==> config.mk <==
export PLATFORM = sky130hd
export DESIGN_NAME = tbcp_queue
export DESIGN_NICKNAME = d
export VERILOG_FILES = /design/src/rtl/core/tbcp_pkg.sv /design/src/rtl/core/tbcp_queue.sv
export SDC_FILE = /design/constraint.sdc
export NUM_CORES = 1
export LEC_CHECK = 0
export BUFFER_PORTS_ARGS = -buffer_cell sky130_fd_sc_hd__buf_2
export CORE_MARGIN = 2
export CORE_UTILIZATION = 35
export DETAILED_ROUTE_END_ITERATION = 8
export GPL_TIMING_DRIVEN = 0
export SLEW_MARGIN = 20
export SYNTH_ARGS = -nofsm -noshare
export SYNTH_HDL_FRONTEND = slang
export SYNTH_SLANG_ARGS = --single-unit
==> constraint.sdc <==
create_clock -name clock -period 8.8 [get_ports clock]
set_input_delay 1.32 -clock clock [delete_from_list [all_inputs] [get_ports clock]]
set_output_delay 1.32 -clock clock [all_outputs]
set_load 0.01 [all_outputs]
==> src/rtl/core/tbcp_pkg.sv <==
// tbcp_pkg: shared types, widths and constants of the triangle cull and projection block
// no dependencies; used by every module of the block
package tbcp_pkg;

   // field widths
   localparam int COORD_W    = 32;
   localparam int FOCAL_W    = 16;
   localparam int CENTRE_W   = 12;
   localparam int CSR_ADDR_W = 2;
   localparam int CSR_DATA_W = 16;

   // stream widths
   localparam int NUM_COORDS = 9;
   localparam int NUM_LANES  = 6;
   localparam int REQ_DATA_W = NUM_COORDS * COORD_W;
   localparam int RSP_DATA_W = NUM_LANES * COORD_W;

   // register reset values
   localparam logic [FOCAL_W-1:0]  FOCAL_RESET  = 16'd1024;
   localparam logic [CENTRE_W-1:0] HALF_W_RESET = 12'd400;
   localparam logic [CENTRE_W-1:0] HALF_H_RESET = 12'd300;

   // register indexes
   typedef enum logic [CSR_ADDR_W-1:0] {
      CSR_FOCAL  = 2'd0,
      CSR_HALF_W = 2'd1,
      CSR_HALF_H = 2'd2
   } csr_index_type;

   // pipeline shape
   localparam int QUEUE_DEPTH_DEF = 4;
   localparam int FRONT_STAGES    = 5;
   localparam int DIV_STEPS       = 32;
   localparam int LANE_STAGES     = DIV_STEPS + 4;

   // determinant arithmetic widths
   localparam int PROD_W  = 2 * COORD_W;
   localparam int CROSS_W = PROD_W + 1;
   localparam int PART_W  = COORD_W + 33;
   localparam int TERM_W  = PART_W + 32;
   localparam int DET_W   = TERM_W + 2;

   // projection widths
   localparam int NUM_W = COORD_W + FOCAL_W;
   localparam int SUM_W = COORD_W + 3;

   // one triangle, vertex_a_x in the lowest bits
   typedef struct packed {
      logic signed [COORD_W-1:0] vertex_c_z;
      logic signed [COORD_W-1:0] vertex_c_y;
      logic signed [COORD_W-1:0] vertex_c_x;
      logic signed [COORD_W-1:0] vertex_b_z;
      logic signed [COORD_W-1:0] vertex_b_y;
      logic signed [COORD_W-1:0] vertex_b_x;
      logic signed [COORD_W-1:0] vertex_a_z;
      logic signed [COORD_W-1:0] vertex_a_y;
      logic signed [COORD_W-1:0] vertex_a_x;
   } trg_type;

endpackage

==> src/rtl/core/tbcp_queue.sv <==
// tbcp_queue: short first-in first-out queue of kept triangles
// depends on tbcp_pkg; sits between tbcp_front and tbcp_back
module tbcp_queue #(
   parameter int DEPTH = tbcp_pkg::QUEUE_DEPTH_DEF
) (
   input  logic             clock,
   input  logic             reset,
   input  logic             push_valid,
   output logic             push_ready,
   input  tbcp_pkg::trg_type push_trg,
   output logic             pop_valid,
   input  logic             pop_ready,
   output tbcp_pkg::trg_type pop_trg
);
   import tbcp_pkg::*;

   localparam int PTR_W = $clog2(DEPTH);
   localparam int CNT_W = $clog2(DEPTH + 1);

   trg_type          mem_ff [DEPTH];
   logic [PTR_W-1:0] wr_ptr_ff, wr_ptr_in, rd_ptr_ff, rd_ptr_in;
   logic [CNT_W-1:0] count_ff, count_in;
   logic             do_push, do_pop;

   assign push_ready = (count_ff != CNT_W'(DEPTH));
   assign pop_valid  = (count_ff != '0);
   assign pop_trg    = mem_ff[rd_ptr_ff];
   assign do_push    = push_valid && push_ready;
   assign do_pop     = pop_valid && pop_ready;

   // pointer and fill level update
   always_comb begin
      wr_ptr_in = wr_ptr_ff;
      rd_ptr_in = rd_ptr_ff;
      if (do_push) begin
         wr_ptr_in = (wr_ptr_ff == PTR_W'(DEPTH - 1)) ? '0 : wr_ptr_ff + 1'b1;
      end
      if (do_pop) begin
         rd_ptr_in = (rd_ptr_ff == PTR_W'(DEPTH - 1)) ? '0 : rd_ptr_ff + 1'b1;
      end
      case ({do_push, do_pop})
         2'b10:   count_in = count_ff + 1'b1;
         2'b01:   count_in = count_ff - 1'b1;
         default: count_in = count_ff;
      endcase
   end

   always_ff @(posedge clock) begin
      if (reset) begin
         wr_ptr_ff <= '0;
         rd_ptr_ff <= '0;
         count_ff  <= '0;
      end else begin
         wr_ptr_ff <= wr_ptr_in;
         rd_ptr_ff <= rd_ptr_in;
         count_ff  <= count_in;
      end
   end

   // storage
   always_ff @(posedge clock) begin
      if (do_push) begin
         mem_ff[wr_ptr_ff] <= push_trg;
      end
   end

endmodule

==> metrics.md <==
| Metric | Value |
|---|---|
| Utilization after layout | `a little over two fifths` |
| Achievable frequency | `between 200 and 250 MHz` |
| Worst slew pin tran | `0.7112 ns` |
| Number of post-CTS setup repair buffers | `0` |
| Share of flip-flops with an asynchronous set or reset | `0%` |
| Clock latency on the worst-skew pair | `0.72 ns` |
| Overflow left after global routing | `0` |
| Type of element launching the critical path | `flip-flop` |
| Clock-pin transition on the worst setup and hold timing paths | `around 0.060 ns` |
| DRC violations left | `0` |
| Kind of end point of the critical path | `output port` |
| Effective utilization at floorplan | `35.18%` |
| Net Count, Synth | `roughly 1900` |
| CP top delay family | `buffers and inverters` |
| Cell with the largest stage delay on the worst path | `buf_2` |
| Number of antenna violations at the first check in global routing | `38` |
| DP Wirelength | `62010 um` |
| Most repeated library cell on the critical path | `buf_2` |
| Via count | `around 19000` |
| Worst setup path category | `flip-flop to output port` |
| Fin. Hold Viols | `0` |
| Netlist Area Pre-Place | `42030 um2` |
| Top cells by area, synth | `edfxtp_1 82%, mux4_2 15%, buf_6 0.70%, dfxtp_1 0.43%, buf_2 0.38%` |
| Total core area | `between 100000 and 150000 um2` |
| Peak fanout along the critical path | `12` |
| EDFF count, synth | `approximately 1200` |
| Share of the clock period used by the worst path after layout | `between 50 and 60%` |
| Power density relative to cell area | `approximately 280 nW/um2` |
| Setup violation total in the final timing report | `0` |
| Register bit count reported by yosys | `1161` |
| First-pass GRT wire length | `roughly 130000 um` |
| Count of input and output buffers | `just under 600` |
| Num Clock Sinks | `roughly 1200` |
| Area of placed instances | `about 48000 um2` |
| Resize count post-CTS | `0` |
| Static power due to leakage | `around 17 nW` |
| Final Instance Area | `51330 um2` |
| Classification of the worst-slack hold path | `flip-flop to flip-flop` |
| Die width | `between 300 and 400 um` |
| RSZ-0062 raised after global routing | `no` |
| Arrival time worst endpoint | `approximately 3.2 ns` |
| Critical path buffers and inverters | `4` |
| Number of pins exceeding their max-slew limit in the final report | `0` |
| Synth top area share | `around 82%` |
| CTS hold repair buffers | `0` |
| Iteration-0 DRC count of the detailed router | `around 1300` |
| Clock Root Buffer | `clkbuf_16` |
| Proportion of layout cells with a drive suffix above 1 | `a little under half` |
| Period minus WS final | `between 4 and 5 ns` |
| Maximum cell stage delay along the critical path | `between 0.5 and 0.6 ns` |
| Cell count after synthesis | `1556` |
| Wire length per cell | `around 23 um` |
| Drt via density | `between 4 and 5` |
| Sequential Area | `approximately 35000 um2` |
| Placement row count | `around 130` |
| Per-instance average area after synthesis | `about 27 um2` |
| Main synth FF type | `edfxtp_1` |
| Yosys top cell by area | `edfxtp_1` |
| Number of buffers inserted during clock tree synthesis | `118` |
| DIE AREA | `~120000 um2` |
| Max-cap violation count | `0` |
| Critical-path cell list | `buf_2, buf_2, buf_2, mux4_2, buf_2` |
| Count of TritonRoute iterations in the first routing pass | `5` |
| Worst voltage drop across the vdd grid | `208.7 uV` |
| Tightest slew margin relative to the limit | `roughly 53%` |
| Footprint of the multi-input gates | `slightly below 7000 um2` |
| Total Power | `roughly 14 mW` |
| I/O Pins | `slightly below 600` |
| Distinct cell type count after synthesis | `22` |
| TritonCTS clock tree | `done` |
| Leading cell type by number of instances after synthesis | `edfxtp_1` |
| Worst endpoint required time | `approximately 7.5 ns` |
| Post-layout net count | `~2600` |
| Cell types with the highest counts after synthesis | `1152 x edfxtp_1, 288 x mux4_2, 32 x buf_2, 26 x buf_6, 9 x dfxtp_1` |
| Placed Cells | `about 3800` |
| Floorplan die height | `~350 um` |
| Non-filler cells in the finished layout | `4000` |
| Synth-to-layout area growth | `22.13%` |
| Wire length after detailed routing | `around 90000 um` |
| Pin count of the biggest net entering global routing | `between 40 and 50` |
| CTS H-tree lvls | `3` |
| Seq/Total Area, Yosys | `between 80% and 90%` |
| Clock Tree Buf Depth | `3` |
| Number of synthesis warnings | `0` |
| Final weighted congestion in routability-driven placement | `about 0.76` |
| Clock skew after layout | `between 0.015 and 0.02 ns` |
| Gr usage total | `between 10% and 20%` |
| Vias in the first global route | `between 20000 and 25000` |
| Number of fill cells in the layout | `about 10000` |
| Run status | `completed` |
| Number of routed nets with antenna violations | `0` |
-- tightest hold or removal path, stage by stage (launching register included) --
cell and delay [ns]:
dfxtp_1 0.32, nand2_1 0.06, a21oi_1 0.08
-- flip-flops by register name, summed over array words and instances (netlist names), named ones only --
register   cells
rd_ptr_ff      2
wr_ptr_ff      2
count_ff       3
mem_ff      1152
-- cell type report --
| cell class | count | area share (%) |
|---|---|---|
| Buffer | 66 | 0.9408 |
| Multi-Input combinational cell | 323 | 13.20 |
| Sequential cell | 1161 | 67.74 |
| Timing Repair Buffer | 608 | 7.068 |
| Tap cell | 1612 | 3.929 |
| Inverter | 6 | 0.04387 |
| Antenna cell | 8 | 0.03900 |
| Clock buffer | 145 | 6.074 |
| Clock inverter | 71 | 0.9701 |
-- stage by stage --
stage / hold slack [ns] / setup WS, ns / TNS [ns]
2_1_floorplan: 0.4634 / 0.1896 / 0
3_3_place_gp: 0.4969 / -5.504 / -6236.34
3_5_place_dp: 0.5100 / 4.850 / 0
4_1_cts: 0.5208 / 4.030 / 0
5_1_grt: 0.5467 / 4.038 / 0
6_report: 0.5173 / 4.318 / 0
-- cells in the final DEF, fill, tap and decap left out, drive strengths merged, types with 5 or more instances in the layout --
master	synthesis	layout
edfxtp	1152	1152
buf	59	667
mux4	288	288
clkbuf	7	152
clkinv	0	58
dfxtp	9	9
diode	0	8
inv	6	8
ha	6	6
clkinvlp	0	6
bufinv	0	5
-- path summary, 6_finish.rpt --
| path | startpoint | endpoint | slack, ns | cells after the start |
|---|---|---|---|---|
| min | rd_ptr_ff[0] | rd_ptr_ff[0] | 0.52 | 2 |
| max | flip-flop | pop_trg[86] | 4.32 | 5 |
| min reg2reg | rd_ptr_ff[0] | rd_ptr_ff[0] | 0.52 | 2 |
| max reg2reg | count_ff[0] | mem_ff[3][201] | 6.13 | 6 |
-- per-layer routing --
| layer | track usage (%) | share of wire [%] | vias up |
|---|---|---|---|
| met4 | 3.959 | 2.3 | 60 |
| met3 | 6.245 | 9.3 | 193 |
| met1 | 17.73 | 38 | 10020 |
| met2 | 24.89 | 50 | 585 |
| li1 | - | - | 8280 |
| met5 | 0 | 0.42 | - |
-- report_power, final --
part           switching [mW]  internal (mW)  leakage [nW]
clock                    2.02           2.65          1.76
combinational            1.66           1.40          4.57
sequential              0.101           6.64          10.6
-- logic make-up (layout without fill, tap and decap cells) --
group                    count (synthesis)  in the layout  share of synthesized area, %
AO/OA/AOI/OAI                            7              7                       0.09823
XOR/XNOR                                 2              2                       0.04168
adder cells (fa/ha/maj)                  7              7                        0.2262
buffers and inverters                   72            896                         1.203
flip-flops                            1161           1161                         82.73
multiplexers                           290            290                         15.48
other                                    0              8                             0
AND/OR/NAND/NOR                         17             17                        0.2232
(Power assumes the default switching activity.)
